### config.mk
export PLATFORM = sky130hd
export DESIGN_NAME = serial_frame_deframer_crc16_flat
export DESIGN_NICKNAME = d
export VERILOG_FILES = /design/src/rtl/sfd_pkg.sv /design/src/rtl/sfd_byte_if.sv /design/src/rtl/sfd_verdict_if.sv /design/src/rtl/sfd_front.sv /design/src/rtl/sfd_queue.sv /design/src/rtl/sfd_back.sv /design/src/rtl/serial_frame_deframer_crc16.sv /design/src/flat_wrapper.sv
export SDC_FILE = /design/constraint.sdc
export NUM_CORES = 1
export LEC_CHECK = 0
export ABC_CLOCK_PERIOD_IN_PS = 5700
export BUFFER_PORTS_ARGS = -buffer_cell sky130_fd_sc_hd__buf_2
export CORE_MARGIN = 8
export CORE_UTILIZATION = 45
export CTS_CLUSTER_SIZE = 12
export DETAILED_ROUTE_END_ITERATION = 8
export PLACE_DENSITY = 0.62
export SLEW_MARGIN = 20
export SYNTH_ARGS = -nofsm -noshare
export SYNTH_HDL_FRONTEND = slang
export SYNTH_HIERARCHICAL = 1
export SYNTH_SLANG_ARGS = --single-unit
export TNS_END_PERCENT = 5
### constraint.sdc
create_clock -name clk_i -period 5.7 [get_ports clk_i]
set_clock_uncertainty 0.2 [all_clocks]
set_input_delay 0.285 -clock clk_i [delete_from_list [all_inputs] [get_ports clk_i]]
set_output_delay 0.285 -clock clk_i [all_outputs]
set_load 0.05 [all_outputs]
### src/rtl/sfd_pkg.sv
// Shared types, constants and the CRC16-CCITT-FALSE byte update for the frame checker.
// No dependencies; compile first.
package sfd_pkg;

  localparam int unsigned CountW = 17;
  localparam logic [CountW-1:0] CountMax = '1;
  localparam logic [CountW-1:0] MinFrameIdx = CountW'(11);  // index of 12th byte
  localparam logic [CountW-1:0] CrcOffset = CountW'(8);     // 2 magic + 2 length + 4 header

  localparam logic [15:0] CrcInit = 16'hFFFF;
  localparam logic [15:0] CrcPoly = 16'h1021;
  localparam logic [7:0] Magic0 = 8'hAA;
  localparam logic [7:0] Magic1 = 8'h55;
  localparam logic [7:0] End0 = 8'h0D;
  localparam logic [7:0] End1 = 8'h0A;

  // Role of a byte inside the frame, decided from its position.
  typedef enum logic [3:0] {
    KindMagic0,
    KindMagic1,
    KindLenLo,
    KindLenHi,
    KindHeader,
    KindPayload,
    KindCrcLo,
    KindCrcHi,
    KindEnd0,
    KindEnd1,
    KindOther
  } byte_kind_e;

  typedef enum logic [2:0] {
    StatusOk       = 3'd0,
    StatusShort    = 3'd1,
    StatusMagic    = 3'd2,
    StatusLength   = 3'd3,
    StatusEndMark  = 3'd4,
    StatusCrc      = 3'd5
  } status_e;

  // One classified byte as it travels from front to back.
  typedef struct packed {
    logic [7:0] data;
    byte_kind_e kind;
    logic [1:0] hdr_sel;
    logic       last;
    logic       too_short;
    logic       len_match;
  } byte_item_t;

  typedef struct packed {
    status_e     status;
    logic        header_valid;
    logic [15:0] payload_len;
    logic [31:0] header_word;
    logic [15:0] rx_crc;
    logic [15:0] computed_crc;
  } verdict_t;

  // MSB-first CRC update over one byte.
  function automatic logic [15:0] crc_byte(logic [15:0] crc, logic [7:0] data);
    logic [15:0] c;
    c = crc ^ {data, 8'h00};
    for (int k = 0; k < 8; k++) begin
      if (c[15]) begin
        c = {c[14:0], 1'b0} ^ CrcPoly;
      end else begin
        c = {c[14:0], 1'b0};
      end
    end
    return c;
  endfunction

endpackage

### src/rtl/sfd_byte_if.sv
// Byte channel into the frame checker: valid/ready handshake with data and last flag.
// No dependencies.
interface sfd_byte_if;
  logic       valid;
  logic       ready;
  logic [7:0] data_byte;
  logic       last_byte;

  modport source (output valid, output data_byte, output last_byte, input ready);
  modport sink (input valid, input data_byte, input last_byte, output ready);
endinterface

### src/rtl/sfd_verdict_if.sv
// Verdict channel out of the frame checker: valid/ready handshake with the result fields.
// No dependencies.
interface sfd_verdict_if;
  logic        valid;
  logic        ready;
  logic [2:0]  status;
  logic        header_valid;
  logic [15:0] payload_len;
  logic [7:0]  priority_res;
  logic [7:0]  msg_id;
  logic [7:0]  sequence_res;
  logic [7:0]  header_flags;
  logic [15:0] rx_crc;
  logic [15:0] computed_crc;

  modport source (output valid, output status, output header_valid, output payload_len,
                  output priority_res, output msg_id, output sequence_res,
                  output header_flags, output rx_crc, output computed_crc,
                  input ready);
  modport sink (input valid, input status, input header_valid, input payload_len,
                input priority_res, input msg_id, input sequence_res,
                input header_flags, input rx_crc, input computed_crc,
                output ready);
endinterface

### src/rtl/sfd_front.sv
// Front end: counts frame bytes, tracks the declared length and tags each byte with its role.
// Depends on sfd_pkg.
module sfd_front
  import sfd_pkg::*;
(
  input  logic       clk_i,
  input  logic       rst_ni,
  input  logic       valid_i,
  input  logic [7:0] data_i,
  input  logic       last_i,
  input  logic       push_ready_i,
  output logic       push_valid_o,
  output byte_item_t item_o
);

  logic [CountW-1:0] count_q, count_d;
  logic [15:0]       len_q, len_d;
  logic [CountW-1:0] crc_end;
  logic              push;

  assign push         = valid_i && push_ready_i;
  assign push_valid_o = valid_i;
  assign crc_end      = {1'b0, len_q} + CrcOffset;

  always_comb begin
    item_o.data      = data_i;
    item_o.last      = last_i;
    item_o.hdr_sel   = count_q[1:0];
    item_o.too_short = count_q < MinFrameIdx;
    item_o.len_match = count_q == (crc_end + CountW'(3));
    if (count_q == CountW'(0)) begin
      item_o.kind = KindMagic0;
    end else if (count_q == CountW'(1)) begin
      item_o.kind = KindMagic1;
    end else if (count_q == CountW'(2)) begin
      item_o.kind = KindLenLo;
    end else if (count_q == CountW'(3)) begin
      item_o.kind = KindLenHi;
    end else if (count_q < CrcOffset) begin
      item_o.kind = KindHeader;
    end else if (count_q < crc_end) begin
      item_o.kind = KindPayload;
    end else if (count_q == crc_end) begin
      item_o.kind = KindCrcLo;
    end else if (count_q == crc_end + CountW'(1)) begin
      item_o.kind = KindCrcHi;
    end else if (count_q == crc_end + CountW'(2)) begin
      item_o.kind = KindEnd0;
    end else if (count_q == crc_end + CountW'(3)) begin
      item_o.kind = KindEnd1;
    end else begin
      item_o.kind = KindOther;
    end
  end

  always_comb begin
    count_d = count_q;
    len_d   = len_q;
    if (push) begin
      if (last_i) begin
        count_d = '0;
        len_d   = '0;
      end else begin
        if (count_q != CountMax) begin
          count_d = count_q + CountW'(1);
        end
        if (count_q == CountW'(2)) begin
          len_d[7:0] = data_i;
        end
        if (count_q == CountW'(3)) begin
          len_d[15:8] = data_i;
        end
      end
    end
  end

  always_ff @(posedge clk_i or negedge rst_ni) begin
    if (!rst_ni) begin
      count_q <= '0;
      len_q   <= '0;
    end else begin
      count_q <= count_d;
      len_q   <= len_d;
    end
  end

endmodule

### src/rtl/sfd_queue.sv
// Two-entry queue of classified bytes between the front and back ends.
// Depends on sfd_pkg.
module sfd_queue
  import sfd_pkg::*;
(
  input  logic       clk_i,
  input  logic       rst_ni,
  input  logic       push_valid_i,
  output logic       push_ready_o,
  input  byte_item_t push_item_i,
  output logic       pop_valid_o,
  input  logic       pop_ready_i,
  output byte_item_t pop_item_o
);

  byte_item_t entry_q [2];
  logic       wr_ptr_q, rd_ptr_q;
  logic [1:0] fill_q;
  logic       push, pop;

  assign push_ready_o = fill_q != 2'd2;
  assign pop_valid_o  = fill_q != 2'd0;
  assign pop_item_o   = entry_q[rd_ptr_q];
  assign push         = push_valid_i && push_ready_o;
  assign pop          = pop_valid_o && pop_ready_i;

  always_ff @(posedge clk_i) begin
    if (push) begin
      entry_q[wr_ptr_q] <= push_item_i;
    end
  end

  always_ff @(posedge clk_i or negedge rst_ni) begin
    if (!rst_ni) begin
      wr_ptr_q <= 1'b0;
      rd_ptr_q <= 1'b0;
      fill_q   <= 2'd0;
    end else begin
      if (push) begin
        wr_ptr_q <= ~wr_ptr_q;
      end
      if (pop) begin
        rd_ptr_q <= ~rd_ptr_q;
      end
      if (push && !pop) begin
        fill_q <= fill_q + 2'd1;
      end else if (pop && !push) begin
        fill_q <= fill_q - 2'd1;
      end
    end
  end

endmodule

### src/rtl/sfd_back.sv
// Back end: runs the CRC, captures length, header and trailer, and registers one verdict per frame.
// Depends on sfd_pkg.
module sfd_back
  import sfd_pkg::*;
(
  input  logic       clk_i,
  input  logic       rst_ni,
  input  logic       pop_valid_i,
  output logic       pop_ready_o,
  input  byte_item_t item_i,
  output logic       out_valid_o,
  input  logic       out_ready_i,
  output verdict_t   verdict_o
);

  logic [15:0] crc_q, crc_u, crc_d;
  logic [15:0] len_q, len_u, len_d;
  logic [31:0] hdr_q, hdr_u, hdr_d;
  logic [15:0] fcrc_q, fcrc_u, fcrc_d;
  logic [15:0] snap_q, snap_u, snap_d;
  logic        magic_ok_q, magic_ok_u, magic_ok_d;
  logic        end_ok_q, end_ok_u, end_ok_d;
  logic        out_valid_q;
  verdict_t    out_q, verdict;
  logic        pop;

  // A non-final byte never blocks; the final one waits for a free output register.
  assign pop_ready_o = !item_i.last || !out_valid_q || out_ready_i;
  assign pop         = pop_valid_i && pop_ready_o;

  always_comb begin
    crc_u      = crc_q;
    len_u      = len_q;
    hdr_u      = hdr_q;
    fcrc_u     = fcrc_q;
    snap_u     = snap_q;
    magic_ok_u = magic_ok_q;
    end_ok_u   = end_ok_q;
    if (item_i.kind inside {KindLenLo, KindLenHi, KindHeader, KindPayload}) begin
      crc_u = crc_byte(crc_q, item_i.data);
    end
    unique case (item_i.kind)
      KindMagic0: if (item_i.data != Magic0) magic_ok_u = 1'b0;
      KindMagic1: if (item_i.data != Magic1) magic_ok_u = 1'b0;
      KindLenLo:  len_u[7:0] = item_i.data;
      KindLenHi:  len_u[15:8] = item_i.data;
      KindHeader: begin
        case (item_i.hdr_sel)
          2'd0:    hdr_u[7:0]   = item_i.data;
          2'd1:    hdr_u[15:8]  = item_i.data;
          2'd2:    hdr_u[23:16] = item_i.data;
          default: hdr_u[31:24] = item_i.data;
        endcase
      end
      KindCrcLo: begin
        snap_u      = crc_q;
        fcrc_u[7:0] = item_i.data;
      end
      KindCrcHi:  fcrc_u[15:8] = item_i.data;
      KindEnd0:   if (item_i.data != End0) end_ok_u = 1'b0;
      KindEnd1:   if (item_i.data != End1) end_ok_u = 1'b0;
      default: ;
    endcase
  end

  always_comb begin
    status_e st;
    logic    hv, cv;
    if (item_i.too_short) begin
      st = StatusShort;
    end else if (!magic_ok_u) begin
      st = StatusMagic;
    end else if (!item_i.len_match) begin
      st = StatusLength;
    end else if (!end_ok_u) begin
      st = StatusEndMark;
    end else if (fcrc_u != snap_u) begin
      st = StatusCrc;
    end else begin
      st = StatusOk;
    end
    hv = !(st == StatusShort || st == StatusMagic);
    cv = st == StatusOk || st == StatusCrc;
    verdict.status       = st;
    verdict.header_valid = hv;
    verdict.payload_len  = hv ? len_u : '0;
    verdict.header_word  = hv ? hdr_u : '0;
    verdict.rx_crc       = cv ? fcrc_u : '0;
    verdict.computed_crc = cv ? snap_u : '0;
  end

  always_comb begin
    crc_d      = crc_q;
    len_d      = len_q;
    hdr_d      = hdr_q;
    fcrc_d     = fcrc_q;
    snap_d     = snap_q;
    magic_ok_d = magic_ok_q;
    end_ok_d   = end_ok_q;
    if (pop) begin
      if (item_i.last) begin
        crc_d      = CrcInit;
        len_d      = '0;
        hdr_d      = '0;
        fcrc_d     = '0;
        snap_d     = '0;
        magic_ok_d = 1'b1;
        end_ok_d   = 1'b1;
      end else begin
        crc_d      = crc_u;
        len_d      = len_u;
        hdr_d      = hdr_u;
        fcrc_d     = fcrc_u;
        snap_d     = snap_u;
        magic_ok_d = magic_ok_u;
        end_ok_d   = end_ok_u;
      end
    end
  end

  always_ff @(posedge clk_i or negedge rst_ni) begin
    if (!rst_ni) begin
      crc_q       <= CrcInit;
      len_q       <= '0;
      hdr_q       <= '0;
      fcrc_q      <= '0;
      snap_q      <= '0;
      magic_ok_q  <= 1'b1;
      end_ok_q    <= 1'b1;
      out_valid_q <= 1'b0;
    end else begin
      crc_q      <= crc_d;
      len_q      <= len_d;
      hdr_q      <= hdr_d;
      fcrc_q     <= fcrc_d;
      snap_q     <= snap_d;
      magic_ok_q <= magic_ok_d;
      end_ok_q   <= end_ok_d;
      if (pop && item_i.last) begin
        out_valid_q <= 1'b1;
      end else if (out_ready_i) begin
        out_valid_q <= 1'b0;
      end
    end
  end

  always_ff @(posedge clk_i) begin
    if (pop && item_i.last) begin
      out_q <= verdict;
    end
  end

  assign out_valid_o = out_valid_q;
  assign verdict_o   = out_q;

endmodule

### src/rtl/serial_frame_deframer_crc16.sv
// Framed packet checker: one byte per transaction in, one verdict per frame out.
// Depends on sfd_pkg, sfd_byte_if, sfd_verdict_if, sfd_front, sfd_queue, sfd_back.
//
// Feed the bytes of a received frame in order on byte_i, with last_byte set on the
// final byte; each frame produces exactly one verdict transaction on verdict_o. The
// frame is AA 55, a little-endian 16-bit payload length L, a 32-bit little-endian
// header, L payload bytes, a little-endian CRC16-CCITT-FALSE over everything from
// the length field to the end of the payload, and the end marker 0D 0A. Checks are
// reported in priority order: too short (under 12 bytes), bad magic, length mismatch
// (size not L+12; the byte counter saturates at 2^17-1, so very long frames land
// here), bad end marker, CRC mismatch. Header fields are zero unless the size and
// magic checks passed; both CRC fields are zero unless length and end marker passed.
// Rate: one byte per clock cycle while verdict_o keeps up, set by the byte-wide
// CRC update in the back end. A byte is written into the two-entry queue when
// accepted, then the back end pops and processes it; popping the final byte also
// registers the verdict, and that pop waits while verdict_o holds an untaken one.
// byte_i.ready drops only while the queue is full, which happens when a finished
// verdict is held by a stalled verdict_o consumer.
module serial_frame_deframer_crc16
  import sfd_pkg::*;
(
  input  logic          clk_i,
  input  logic          rst_ni,
  sfd_byte_if.sink      byte_i,
  sfd_verdict_if.source verdict_o
);

  // Classified byte from the front end and its queue handshake.
  byte_item_t push_item, pop_item;
  logic       push_valid, push_ready;
  logic       pop_valid, pop_ready;
  verdict_t   verdict;

  // Front: count bytes, track the declared length, tag each byte's role.
  sfd_front u_front (
    .clk_i        (clk_i),
    .rst_ni       (rst_ni),
    .valid_i      (byte_i.valid),
    .data_i       (byte_i.data_byte),
    .last_i       (byte_i.last_byte),
    .push_ready_i (push_ready),
    .push_valid_o (push_valid),
    .item_o       (push_item)
  );

  // Accept a byte whenever the queue has room.
  assign byte_i.ready = push_ready;

  // Decouple front and back so each can stall on its own.
  sfd_queue u_queue (
    .clk_i        (clk_i),
    .rst_ni       (rst_ni),
    .push_valid_i (push_valid),
    .push_ready_o (push_ready),
    .push_item_i  (push_item),
    .pop_valid_o  (pop_valid),
    .pop_ready_i  (pop_ready),
    .pop_item_o   (pop_item)
  );

  // Back: run the CRC, capture fields and register the verdict.
  sfd_back u_back (
    .clk_i       (clk_i),
    .rst_ni      (rst_ni),
    .pop_valid_i (pop_valid),
    .pop_ready_o (pop_ready),
    .item_i      (pop_item),
    .out_valid_o (verdict_o.valid),
    .out_ready_i (verdict_o.ready),
    .verdict_o   (verdict)
  );

  // Split the header word into its byte fields.
  assign verdict_o.status       = verdict.status;
  assign verdict_o.header_valid = verdict.header_valid;
  assign verdict_o.payload_len  = verdict.payload_len;
  assign verdict_o.priority_res = verdict.header_word[31:24];
  assign verdict_o.msg_id       = verdict.header_word[23:16];
  assign verdict_o.sequence_res = verdict.header_word[15:8];
  assign verdict_o.header_flags = verdict.header_word[7:0];
  assign verdict_o.rx_crc       = verdict.rx_crc;
  assign verdict_o.computed_crc = verdict.computed_crc;

endmodule

### src/flat_wrapper.sv
// flat-port wrapper written by rule: the top's interface ports become plain ports
module serial_frame_deframer_crc16_flat import sfd_pkg::*;
  (clk_i, rst_ni, byte_i_valid, byte_i_data_byte, byte_i_last_byte, byte_i_ready, verdict_o_valid, verdict_o_status, verdict_o_header_valid, verdict_o_payload_len, verdict_o_priority_res, verdict_o_msg_id, verdict_o_sequence_res, verdict_o_header_flags, verdict_o_rx_crc, verdict_o_computed_crc, verdict_o_ready);
  sfd_byte_if byte_i_i ();
  sfd_verdict_if verdict_o_i ();
  input  logic clk_i;
  input  logic rst_ni;
  input wire logic [$bits(byte_i_i.valid)-1:0] byte_i_valid;
  input wire logic [$bits(byte_i_i.data_byte)-1:0] byte_i_data_byte;
  input wire logic [$bits(byte_i_i.last_byte)-1:0] byte_i_last_byte;
  output wire logic [$bits(byte_i_i.ready)-1:0] byte_i_ready;
  output wire logic [$bits(verdict_o_i.valid)-1:0] verdict_o_valid;
  output wire logic [$bits(verdict_o_i.status)-1:0] verdict_o_status;
  output wire logic [$bits(verdict_o_i.header_valid)-1:0] verdict_o_header_valid;
  output wire logic [$bits(verdict_o_i.payload_len)-1:0] verdict_o_payload_len;
  output wire logic [$bits(verdict_o_i.priority_res)-1:0] verdict_o_priority_res;
  output wire logic [$bits(verdict_o_i.msg_id)-1:0] verdict_o_msg_id;
  output wire logic [$bits(verdict_o_i.sequence_res)-1:0] verdict_o_sequence_res;
  output wire logic [$bits(verdict_o_i.header_flags)-1:0] verdict_o_header_flags;
  output wire logic [$bits(verdict_o_i.rx_crc)-1:0] verdict_o_rx_crc;
  output wire logic [$bits(verdict_o_i.computed_crc)-1:0] verdict_o_computed_crc;
  input wire logic [$bits(verdict_o_i.ready)-1:0] verdict_o_ready;
  assign byte_i_i.valid = byte_i_valid;
  assign byte_i_i.data_byte = byte_i_data_byte;
  assign byte_i_i.last_byte = byte_i_last_byte;
  assign byte_i_ready = byte_i_i.ready;
  assign verdict_o_valid = verdict_o_i.valid;
  assign verdict_o_status = verdict_o_i.status;
  assign verdict_o_header_valid = verdict_o_i.header_valid;
  assign verdict_o_payload_len = verdict_o_i.payload_len;
  assign verdict_o_priority_res = verdict_o_i.priority_res;
  assign verdict_o_msg_id = verdict_o_i.msg_id;
  assign verdict_o_sequence_res = verdict_o_i.sequence_res;
  assign verdict_o_header_flags = verdict_o_i.header_flags;
  assign verdict_o_rx_crc = verdict_o_i.rx_crc;
  assign verdict_o_computed_crc = verdict_o_i.computed_crc;
  assign verdict_o_i.ready = verdict_o_ready;
  serial_frame_deframer_crc16 u_core (.clk_i(clk_i), .rst_ni(rst_ni), .byte_i(byte_i_i), .verdict_o(verdict_o_i));
endmodule
# == Word level (Yosys, flattened, before mapping) ==
# Memories as Yosys holds them, arrays and structs flattened.
# Index checks and enable logic that the tools add are counted.
# totals
ff_bits,220
latch_bits,0
ram_bits,34
rom_bits,0
in_bits,13
output_inout_bits,86
word_cells,166
memories,1
# memory_table
name,words,word_bits,rd,rd_ports_with_merged_regs,write_ports,line,rtl
u_core.u_queue.entry_q,2,17,1,0,1,sfd_queue.sv:16,byte_item_t entry_q [2];
# classes
add_sub_neg,7
multipliers,0
div,0
order_cmp,3
n_eq_ne,28
n_shift,0
mux,65
bitwise_logic,11
reduce_logical,31
# op_table
cell,n
2-to-1 mux 16 bit,14
2-to-1 mux 13 bit,8
2-to-1 mux 8 bit,10
== test 17 bit,4
2-to-1 mux 32 bit,2
"adder 17 x 1 -> 17 bit, second input constant",2
"adder 17 x 2 -> 17 bit, second input constant",2
"== test 17 x 2 -> 1 bit, second input constant",2
"< comparator 17 x 4 -> 1 bit, second input constant",2
2-to-1 mux 17 bit,2
2-to-1 mux 4 bit,8
inverter 3 bit,8
"adder 16 x 4 -> 17 bit, second input constant",1
"== test 17 x 1 -> 1 bit, second input constant",1
logical NOT 17 bit,1
< comparator 17 bit,1
"!= test 17 bit, second input constant",1
"== test 4 x 3 -> 1 bit, second input constant",4
!= test 16 bit,1
"!= test 8 x 4 -> 1 bit, second input constant",2
bitwise XOR 16 bit,1
2-to-1 mux 3 bit,5
nonzero test 2 bit,7
2-to-1 mux 1 bit,10
other kinds (25),46

# == Logic depth before layout (Yosys ltp) ==
# Gate-level depths: netlist of the first run.
# An unclocked memory read counts as a cell.
# logic_depth
word_depth,27
ltp_mapped,13
ltp_nobuf,12

# == By module ==
# The synthesis of the first run kept the hierarchy.
# modules_own_cells
module,instances,cells_each,area_each_um2
sfd_back,1,810,8468.1
sfd_front,1,481,3891.2
sfd_queue,1,71,1473.9

# == Worst setup path before layout of the first run ==
# Ideal clock, no wire load.
# synth_path
kind,register to register
startpoint,reg u_core.u_queue.rd_ptr_q
endpoint,reg u_core.u_back.out_q (netlist bit u_core/u_back/verdict_o[0]) (enable)
setup_time_ns,0.530
t_arrival_ns,5.108
required_ns,4.970
setup_slack_ns,-0.138
stages_incl_launch_ff,9
path_buffers,3
path_cell_list,dfrtp_1 -> buf_6 -> buf_12 -> mux2_4 -> buf_2 -> inv_2 -> or3_1 -> nand2_1 -> nor2_1
# synth_lines
item,line,rtl
start: declaration,sfd_queue.sv:17,"logic wr_ptr_q, rd_ptr_q;"
start signal: assignment,sfd_queue.sv:43,rd_ptr_q <= ~rd_ptr_q;
end signal: assignment,sfd_back.sv:149,out_q <= verdict;
end: declaration,sfd_back.sv:24,"verdict_t out_q, verdict;"

==> flow_metrics.tcl, run 1 <==
set metrics [dict create \
    status "completed" \
    hold_viol_final 0 \
    maxSlewViolCount 0 \
    gr-usage-all-layers 0.194 \
    nets 1458 \
    synth.most_common_cell "nand2_1" \
    worst_pin_slew_ns 1.12 \
    fmax_ghz 0.224 \
    areaGrowthSynthToFinish_pct 11.2 \
    synth_edf_count 118 \
    fin_area_mm2 0.0154 \
    required_ns 5.79 \
    num_antenna_cells 0 \
    grt_pass1_wl_um 57100 \
    rsz0062_at_grt "no" \
    finalSetupViolCount 0 \
    syn_area_mm2 0.0138 \
    critical_path.max_fanout 16 \
    ys_seq_elements 254 \
    cts_tree "yes" \
    synth_ff_type "edfxtp_1" \
    r2r_cells 10 \
    ir_drop_mv 0.269 \
    io_pins 99 \
    finalCritPeriodShare 0.784 \
    max-slew-margin-rel 0.252 \
    async_reset_ff_frac 0.535 \
    placed_cells 1770 \
    cts_buffers 28 \
    ys_warn_count 6 \
    placementRows 64 \
    fin_util 0.505 \
    yosys.area.top_type "edfxtp_1" \
    wirelength_um 36100 \
    timing.rr.end "u_core/u_queue/entry_q[0][8]$_DFFE_PP_" \
    reg2reg_slack_ns 1.23 \
    drt-wirelength-per-cell_um 19.7 \
    seq_area_frac_synth 0.504 \
    drt_pass1_iterations 5 \
    synth_area_leaders "edfxtp_1 (26%), dfrtp_1 (21%), nand2_1 (6.8%)" \
    via_count 10400 \
    cp.arrival_ns 4.55 \
    critPathCaptureType "flip-flop" \
    start_util 0.455 \
    post_dp_cell_area_mm2 0.0144 \
    fin_cells 1834 \
    post_cts_buffers 0 \
    clock-sinks 254 \
    clk_latency_ns 0.54 \
    first_iter_violations 831 \
    powerDensity_mw_per_mm2 560 \
    p_leak_nw 5.99 \
    cp-start-kind "flip-flop" \
    num-fill-cells 2795 \
    vias_per_cell 5.66 \
    numPortBuffers 98 \
    ys_top_cells_by_count "nand2_1 (250), dfrtp_1 (118), edfxtp_1 (118), o21ai_0 (79), a21oi_1 (78)" \
    ys_types 87 \
    cts_hold_buf 12 \
    ant_nets 0 \
    fin_hold_ws_ns 0.168 \
    period_needed_ns 4.47 \
    cap_violations 0 \
    h-tree-depth 1 \
    grt_max_degree 86 \
    timing.rr.start "u_core/u_front/len_q[3]$_DFFE_PN0P_" \
    tns_ns 0 \
    die-area_mm2 0.0366 \
    grt_pass1_vias 10200 \
    syn_avg_cell_area_um2 10.2 \
    synthCells 1362 \
    die_x_um 191 \
    hold_class "in -> async" \
    die_h_um 191 \
    antenna_found_initial 0 \
    clkTransAtPathRegs_ns 0.06 \
    cts_root_buf "clkbuf_16" \
    criticalPathCategory "reg -> reg" \
    core-area_mm2 0.0304 \
    drive_above_1_share 0.161 \
    synth_top_cell_area_share 0.256 \
    drc 0 \
    gp_congestion 0.936 \
    ctsResizeCount 0 \
    hpwlAfterDp_um 24500 \
    synthesis.nets 1404 \
    clock_path_buffers 3 \
    grt_overflow 0 \
]
==> cell families (layout without fill, tap and decap cells) <==
group | count (synthesis) | count (layout) | share of synthesized area
simple gates | 503 | 503 | 0.173
compound gates | 303 | 303 | 0.143
flops | 254 | 254 | 0.504
buf+inv | 121 | 197 | 0.0437
xor+xnor | 116 | 116 | 0.0784
mux | 36 | 36 | 0.0314
fa+ha+maj | 29 | 29 | 0.0262
==> worst max-delay path, cell delays in order, from the launching register on <==
cell	delay, ns
dfrtp_1	0.66
ha_1	0.57
a21bo_2	0.32
nor4b_1	0.30
a311oi_1	0.16
nor4_1	0.61
and3_1	0.27
xnor2_1	0.07
a2111oi_0	0.63
a21oi_1	0.23
and2_1	0.20
==> power by group <==
group | internal [mW] | switching (mW) | total [mW]
clock network | 0.973 | 0.722 | 1.70
logic | 1.11 | 2.76 | 3.87
registers | 2.63 | 0.424 | 3.05
==> layout make-up <==
cell class	count	area [µm²]	share of cell area
Inverter	27	101	0.00659
Sequential cell	254	6970	0.453
Multi-Input combinational cell	987	6280	0.408
Clock buffer	42	763	0.0496
Tap cell	396	495	0.0322
Timing Repair Buffer	118	677	0.0440
Clock inverter	10	92.6	0.00602
==> per-stage QoR <==
stage	setup slack, ns	power [mW]
CTS	1.40	8.65
global placement	1.35	6.88
detailed placement	1.42	6.93
finish	1.23	8.61
global route	0.966	9.10
floorplan	1.29	5.95
==> cells in the final DEF, fill, tap and decap left out, types with 9 or more instances in the layout <==
| cell | netlist | routed |
|---|---|---|
| mux2_2 | 9 | 9 |
| nor2b_1 | 9 | 9 |
| nand3_1 | 28 | 28 |
| nor3_1 | 23 | 22 |
| dfstp_2 | 18 | 18 |
| a21boi_0 | 16 | 16 |
| clkbuf_16 | 0 | 28 |
| mux2_4 | 10 | 10 |
| xnor2_1 | 62 | 62 |
| nand4_1 | 20 | 20 |
| a22oi_1 | 9 | 9 |
| dlygate4sd3_1 | 0 | 12 |
| xor2_1 | 49 | 49 |
| clkbuf_1 | 46 | 13 |
| a22o_1 | 34 | 34 |
| a31oi_1 | 15 | 15 |
| inv_1 | 25 | 25 |
| nand2b_1 | 10 | 10 |
| nand2_1 | 250 | 250 |
| o21ai_0 | 79 | 79 |
| and3_1 | 9 | 9 |
| a21o_1 | 13 | 13 |
| mux2i_1 | 16 | 16 |
| nor2_2 | 9 | 9 |
| a21oi_2 | 15 | 15 |
| a21oi_1 | 78 | 78 |
| dfrtp_1 | 118 | 118 |
| edfxtp_1 | 118 | 118 |
| nor4_1 | 18 | 18 |
| nor2_1 | 71 | 69 |
| buf_2 | 23 | 97 |
| and2_1 | 9 | 9 |
| ha_1 | 29 | 29 |
==> worst max-delay path by stage <==
stage                                         from  depth (start not counted)                                  endpoint
6_report       u_core/u_front/len_q[3]$_DFFE_PN0P_                         10    u_core/u_queue/entry_q[0][8]$_DFFE_PP_
3_3_place_gp   u_core/u_queue/rd_ptr_q$_DFFE_PN0P_                          6     u_core/u_back/verdict_o[81]$_DFFE_PP_
5_1_grt        u_core/u_front/len_q[3]$_DFFE_PN0P_                         10    u_core/u_queue/entry_q[0][7]$_DFFE_PP_
3_5_place_dp   u_core/u_queue/rd_ptr_q$_DFFE_PN0P_                          6     u_core/u_back/verdict_o[81]$_DFFE_PP_
2_1_floorplan  u_core/u_queue/rd_ptr_q$_DFFE_PN0P_                          8  u_core/u_back/verdict_o[0]$_SDFFCE_PN0P_
4_1_cts        u_core/u_queue/rd_ptr_q$_DFFE_PN0P_                          6     u_core/u_back/verdict_o[81]$_DFFE_PP_
==> metal layers <==
metal / vias to the layer above / part of all wire / track usage
met3: 75 / 0.051 / 0.0254
met4: 0 / 0.027 / 0.0571
li1: 4941 / - / -
met1: 5060 / 0.44 / 0.257
met2: 307 / 0.48 / 0.328
met5: - / 0 / 0
==> registers in the layout (all words and copies together), names as in the netlist <==
name,cells
u_core/u_back/fcrc_q,16
u_core/u_back/len_q,16
u_core/u_front/len_q,16
u_core/u_queue/wr_ptr_q,1
u_core/u_queue/entry_q,34
u_core/u_back/snap_q,16
u_core/u_queue/fill_q,2
u_core/u_queue/rd_ptr_q,1
u_core/u_back/end_ok_q,1
u_core/u_back/verdict_o,84
u_core/u_back/hdr_q,32
u_core/u_back/crc_q,16
u_core/u_back/magic_ok_q,1
u_core/u_front/count_q,17
u_core/u_back/out_valid_o,1
(Power assumes the default switching activity.)
==> run 2, diff against run 1 <==
ABC_AREA = 1   (was default)
ABC_CLOCK_PERIOD_IN_PS = 4420   (was 5700)
PLACE_DENSITY = 0.59   (was 0.62)
clock period = 4.42 ns   (was 5.7 ns; I/O delays follow)
==> run 2 against run 1 <==
  * Area after synthesis up 5.2%
  * Register-to-register slack lost 0.69 ns
  * Sequential power increased by 37%
  * Fmax up 15%
  * Power increased by 60%
  * Design area up 6.5%
  * Cell count up 28%
  * Hold slack worse by 0.069 ns
  * Non-clock buffer count rose by 20
  * Routed wire length rose by 15%
==> flow_metrics.tcl, run 2 <==
set metrics [dict create \
    criticalPathCategory "reg -> reg" \
    cp-start-kind "flip-flop" \
    ys_top_cells_by_count "nand2_1 (565), inv_1 (191), nor2_1 (174), nand3_1 (129)" \
    ys_warn_count 6 \
    layout_commonest_cell "nand2_1" \
    num_antenna_cells 0 \
    period_needed_ns 3.88 \
    critical_path.max_fanout 43 \
    ys_seq_elements 254 \
    tns_ns 0 \
    drt-wirelength-per-cell_um 17.7 \
    rsz0062_at_grt "no" \
    nets 1964 \
    maxSlewViolCount 0 \
    drc 0 \
    gp_congestion 0.919 \
    placementRows 66 \
    gr-usage-all-layers 0.215 \
    p_seq_frac 0.303 \
    drt_pass1_iterations 5 \
    die_x_um 196 \
    fmax_ghz 0.258 \
    clkTransAtPathRegs_ns 0.06 \
    fin_hold_ws_ns 0.0992 \
    switching_share 0.505 \
    powerDensity_mw_per_mm2 840 \
    via_count 12500 \
    p_int_mw 6.81 \
    finalSetupViolCount 0 \
    die-area_mm2 0.0383 \
    cap_violations 0 \
    core-area_mm2 0.0322 \
    cp.arrival_ns 4.11 \
    async_reset_ff_frac 0.535 \
    power.switching_mw 6.96 \
    critPathCaptureType "flip-flop" \
    start_util 0.452 \
    grt_pass1_wl_um 66300 \
    cts_root_buf "clkbuf_16" \
    max-slew-margin-rel 0.410 \
    worst_pin_slew_ns 0.879 \
    required_ns 4.65 \
    synthesis.nets 1867 \
    grt_overflow 0 \
    hpwlAfterDp_um 30100 \
    cts_buffers 27 \
    power_frac_comb 0.541 \
    wl_met1_um 18000 \
    syn_area_mm2 0.0145 \
    yosys.area.top_type "edfxtp_1" \
    layout_common_cells "nand2_1 (565), inv_1 (190), nor2_1 (174)" \
    synth_top_cell_area_share 0.244 \
    hold_class "in -> async" \
    clk_latency_ns 0.54 \
    h-tree-depth 1 \
    seq_area_frac_synth 0.479 \
    clock_path_buffers 3 \
    syn_avg_cell_area_um2 7.97 \
    largest_register_ffs 84 \
    wl_met3_um 2510 \
    met2_length_um 19600 \
    numPortBuffers 98 \
    areaGrowthSynthToFinish_pct 12.6 \
    ir_drop_mv 0.443 \
    p_leak_nw 7.63 \
    vias_per_cell 5.33 \
    power_frac_clock 0.156 \
    wirelength_um 41500 \
    synth.most_common_cell "nand2_1" \
    post_cts_buffers 0 \
    ant_nets 0 \
    top_layer "met4" \
    synthCells 1825 \
    synth_area_leaders "edfxtp_1 (24%), dfrtp_1 (20%), nand2_1 (15%)" \
    clock-sinks 254 \
    drive_above_1_share 0.140 \
    hold_viol_final 0 \
    grt_pass1_vias 11900 \
    ctsResizeCount 0 \
    synth_ff_type "edfxtp_1" \
    cts_hold_buf 12 \
    status "completed" \
    die_h_um 196 \
    synth_edf_count 118 \
    cts_tree "yes" \
    finalCritPeriodShare 0.877 \
    antenna_found_initial 0 \
    io_pins 99 \
    ys_types 53 \
    grt_max_degree 83 \
    first_iter_violations 1003 \
]
## run 2: cell types whose count changed in the layout (fill, tap and decap cells not counted), sizes merged, moves of 19 or more
cell	before	now
nand3	28	139
nand2	253	600
xor2	49	25
a22o	34	0
xnor2	62	18
inv	29	208
nor2	81	195
o22ai	4	51
mux2	19	0
a21oi	93	22
buf	106	126
o21ai	83	123
## run 2: power groups by stage
stage          logic, mW  clock network [mW]  registers, mW
5_1_grt             8.17                2.28           4.27
2_1_floorplan       4.32                   0           5.24
4_1_cts             7.44                2.19           4.18
3_5_place_dp        7.41                   0           4.22
6_report            7.45                2.14           4.17
3_3_place_gp        7.34                   0           4.20
## run 2: through the flow
step / instance area [µm²] / setup WS, ns / power (mW) / cells / utilization
2_1_floorplan: 14500 / 0.520 / 9.56 / 1825 / -
3_3_place_gp: 15400 / 0.718 / 11.5 / 2289 / 0.479
3_5_place_dp: 15400 / 0.623 / 11.6 / 2289 / 0.479
4_1_cts: 16400 / 0.585 / 13.8 / 2351 / 0.508
5_1_grt: 16400 / 0.225 / 14.7 / 2351 / 0.509
6_report: 16400 / 0.544 / 13.8 / 2351 / 0.509
## run 2: per-layer routing
layer  GRT usage  vias up
li1            -     6151
met1       0.283     5844
met2       0.361      442
met3      0.0250       84
met4      0.0761        0
met5           0        -
## run 2: cell type report
| type | count | area, µm² |
|---|---|---|
| clock buffer | 40 | 744 |
| multi-input combinational | 1291 | 6410 |
| clock inverter | 10 | 85.1 |
| fill | 3079 | 15800 |
| sequential | 254 | 6970 |
| inverter | 210 | 800 |
| tap | 408 | 510 |
| timing repair buffer | 138 | 865 |
## run 2: worst paths after layout
kind                            cells after the start                                      to                                 from  slack, ns
worst max-delay path                               12      u_core/u_back/crc_q[4]$_DFFE_PN1P_  u_core/u_queue/rd_ptr_q$_DFFE_PN0P_       0.54
worst min-delay path                                2    u_core/u_front/len_q[12]$_DFFE_PN0P_                               rst_ni        0.1
worst max register to register                     12      u_core/u_back/crc_q[4]$_DFFE_PN1P_  u_core/u_queue/rd_ptr_q$_DFFE_PN0P_       0.54
max in group asynchronous                           3    u_core/u_back/fcrc_q[10]$_DFFE_PN0P_                               rst_ni       2.89
worst min register to register                      2     u_core/u_back/hdr_q[22]$_DFFE_PN0P_  u_core/u_back/hdr_q[22]$_DFFE_PN0P_       0.28
min in group clk_i                                  2  u_core/u_queue/entry_q[1][2]$_DFFE_PP_                     byte_i_last_byte       0.23
## run 2: critical path, stage by stage (launching register included)
cell and delay (ns):
dfrtp_1 0.76, inv_8 0.14, nand2_1 0.10, nand2_1 0.14, nor2_4 0.18, buf_4 0.40, nand2_1 0.43, o2111ai_1 0.19
nand2_1 0.30, inv_1 0.27, nand2_1 0.17, inv_1 0.32, a22oi_1 0.16
## run 2: cell families (layout without fill, tap and decap cells)
family                     Yosys count  count (layout)  share of synthesized area
AOI/OAI and AO/OA                  219             219                     0.0844
xor gates and xnor gates            43              43                     0.0264
adders and majority gates           29              29                     0.0249
buffers and inverters              280             398                     0.0813
DFF                                254             254                      0.479
and+or+nand+nor                   1000            1000                      0.304
==> run 3, diff against run 2 <==
CORE_UTILIZATION = 50   (was 45)
PLACE_DENSITY = 0.65   (was 0.59)
TNS_END_PERCENT = 50   (was 5)
==> run 3 against run 2 <==
  * Sequential share of layout area decreased by 0.088 points
  * Count of clock-buffer cells in the layout rose by 4
  * Critical endpoint is now u_core/u_back/verdict_o[53]$_SDFFCE_PP0P_
  * Register-to-register slack barely moved
  * Cell count shrank 1.0%
  * Combinational power down 0.9%
  * Hold slack worse by 0.034 ns
==> flow_metrics.tcl, run 3 (synthesized netlist as in run 2, its figures left out) <==
set metrics [dict create \
    hpwlAfterDp_um 29300 \
    cp.arrival_ns 3.96 \
    grt_pass1_wl_um 64700 \
    antenna_found_initial 0 \
    largest_register_ffs 84 \
    cap_violations 0 \
    wirelength_um 40400 \
    clkTransAtPathRegs_ns 0.06 \
    start_util 0.507 \
    first_iter_violations 1128 \
    power_frac_comb 0.534 \
    required_ns 4.51 \
    clk_latency_ns 0.56 \
    critPathCaptureType "flip-flop" \
    hold_viol_final 0 \
    p_seq_frac 0.302 \
    vias_per_cell 5.38 \
    post_cts_buffers 0 \
    die-area_mm2 0.0348 \
    drive_above_1_share 0.142 \
    criticalPathCategory "reg -> reg" \
    cp-start-kind "flip-flop" \
    io_pins 99 \
    drt_pass1_iterations 5 \
    ant_nets 0 \
    r2r_cells 20 \
    numPortBuffers 98 \
    core-area_mm2 0.0287 \
    nets 1963 \
    via_count 12500 \
    layout_commonest_cell "nand2_1" \
    status "completed" \
    hold_class "in -> async" \
    gr-usage-all-layers 0.226 \
    h-tree-depth 1 \
    clock-sinks 254 \
    fmax_ghz 0.258 \
    grt_overflow 0 \
    finalCritPeriodShare 0.876 \
    period_needed_ns 3.87 \
    maxSlewViolCount 0 \
    total_power_mw 13.8 \
    setup_ws_ns 0.550 \
    gp_congestion 0.938 \
    ir_drop_mv 0.433 \
    fin_hold_ws_ns 0.0653 \
    cts_tree "yes" \
    p_int_mw 6.89 \
    tns_ns 0 \
    placementRows 62 \
    areaGrowthSynthToFinish_pct 12.8 \
    drt-wirelength-per-cell_um 17.3 \
    preCtsSetupSlack_ns 0.581 \
    max-slew-margin-rel 0.507 \
    cts_buffers 28 \
    powerDensity_mw_per_mm2 841 \
    worst_pin_slew_ns 0.740 \
    critical_path.max_fanout 46 \
    power_frac_clock 0.164 \
    die_h_um 187 \
    power.switching_mw 6.92 \
    drc 0 \
    grt_pass1_vias 11900 \
    layout_common_cells "nand2_1 (565), inv_1 (190), nor2_1 (174)" \
    switching_share 0.501 \
    p_leak_nw 7.66 \
    cts_root_buf "clkbuf_16" \
    num_antenna_cells 0 \
    clock_path_buffers 3 \
    finalSetupViolCount 0 \
    die_x_um 187 \
    rsz0062_at_grt "no" \
    grt_max_degree 85 \
]
## run 3: cell count changes in the layout (fill, tap and decap cells not counted)
cell	delta
buf_4	-2
clkbuf_1	+1
clkbuf_16	+2
clkbuf_8	+1
clkinv_1	-4
clkinv_16	+1
clkinv_2	+1
inv_16	-1
inv_8	+1
## run 3: what timing repair did
action,4_1_cts,5_1_grt
hold buffers,12,0
hold endpoints to repair,109,0
setup endpoints to repair,0,0
resized for setup,0,0
## run 3: layer usage
layer  share of wire  global-route usage
met3           0.064              0.0347
met2            0.46               0.364
met1            0.43               0.300
met5               0                   0
met4           0.045              0.0999
## run 3: worst max-delay path, cell delays in order (launching register included)
cell and delay, ns:
dfrtp_1 0.80, inv_8 0.14, nand2_2 0.09, nand2_1 0.11
nor2_4 0.26, nand2_4 0.32, nand2_1 0.15, nand2_1 0.14
nand3_1 0.10, nand2_1 0.05, nor2_1 0.21, nand2_1 0.10
nor2_1 0.13, nand2_1 0.07, nand2_1 0.06, nand2_1 0.05
nand2_1 0.10, nand3_1 0.07, nand2_1 0.08, buf_4 0.28
nor2_1 0.07
## run 3: final cells by class
type	instances	area, µm²
inverter	210	800
fill	2669	12300
clock inverter	8	96.3
clock buffer	44	812
sequential	254	6970
multi-input combinational	1291	6410
tap	384	480
timing repair buffer	136	850
## run 3: through the flow
step	utilization	area [µm²]	cells
after floorplan	-	14500	1825
after global placement	0.536	15400	2263
after detailed placement	0.536	15400	2263
after CTS	0.571	16400	2327
after global routing	0.572	16400	2327
final	0.572	16400	2327
## run 3: path summary, 6_finish.rpt
path / startpoint / endpoint / slack (ns)
max: u_core/u_queue/rd_ptr_q$_DFFE_PN0P_ / u_core/u_back/verdict_o[53]$_SDFFCE_PP0P_ / 0.55
min: rst_ni / u_core/u_back/snap_q[6]$_DFFE_PN0P_ / 0.07
max reg2reg: u_core/u_queue/rd_ptr_q$_DFFE_PN0P_ / u_core/u_back/verdict_o[53]$_SDFFCE_PP0P_ / 0.55
min reg2reg: u_core/u_back/hdr_q[4]$_DFFE_PN0P_ / u_core/u_back/hdr_q[4]$_DFFE_PN0P_ / 0.28
max in group asynchronous: rst_ni / u_core/u_front/len_q[5]$_DFFE_PN0P_ / 2.99
min in group clk_i: byte_i_last_byte / u_core/u_queue/entry_q[0][2]$_DFFE_PP_ / 0.23
## run 3: power by group through the flow
stage | combinational (mW) | clock (mW) | sequential (mW)
4_1_cts | 7.35 | 2.31 | 4.17
6_report | 7.38 | 2.26 | 4.17
5_1_grt | 8.12 | 2.39 | 4.27
2_1_floorplan | 4.32 | 0 | 5.24
3_5_place_dp | 7.31 | 0 | 4.21
3_3_place_gp | 7.24 | 0 | 4.20
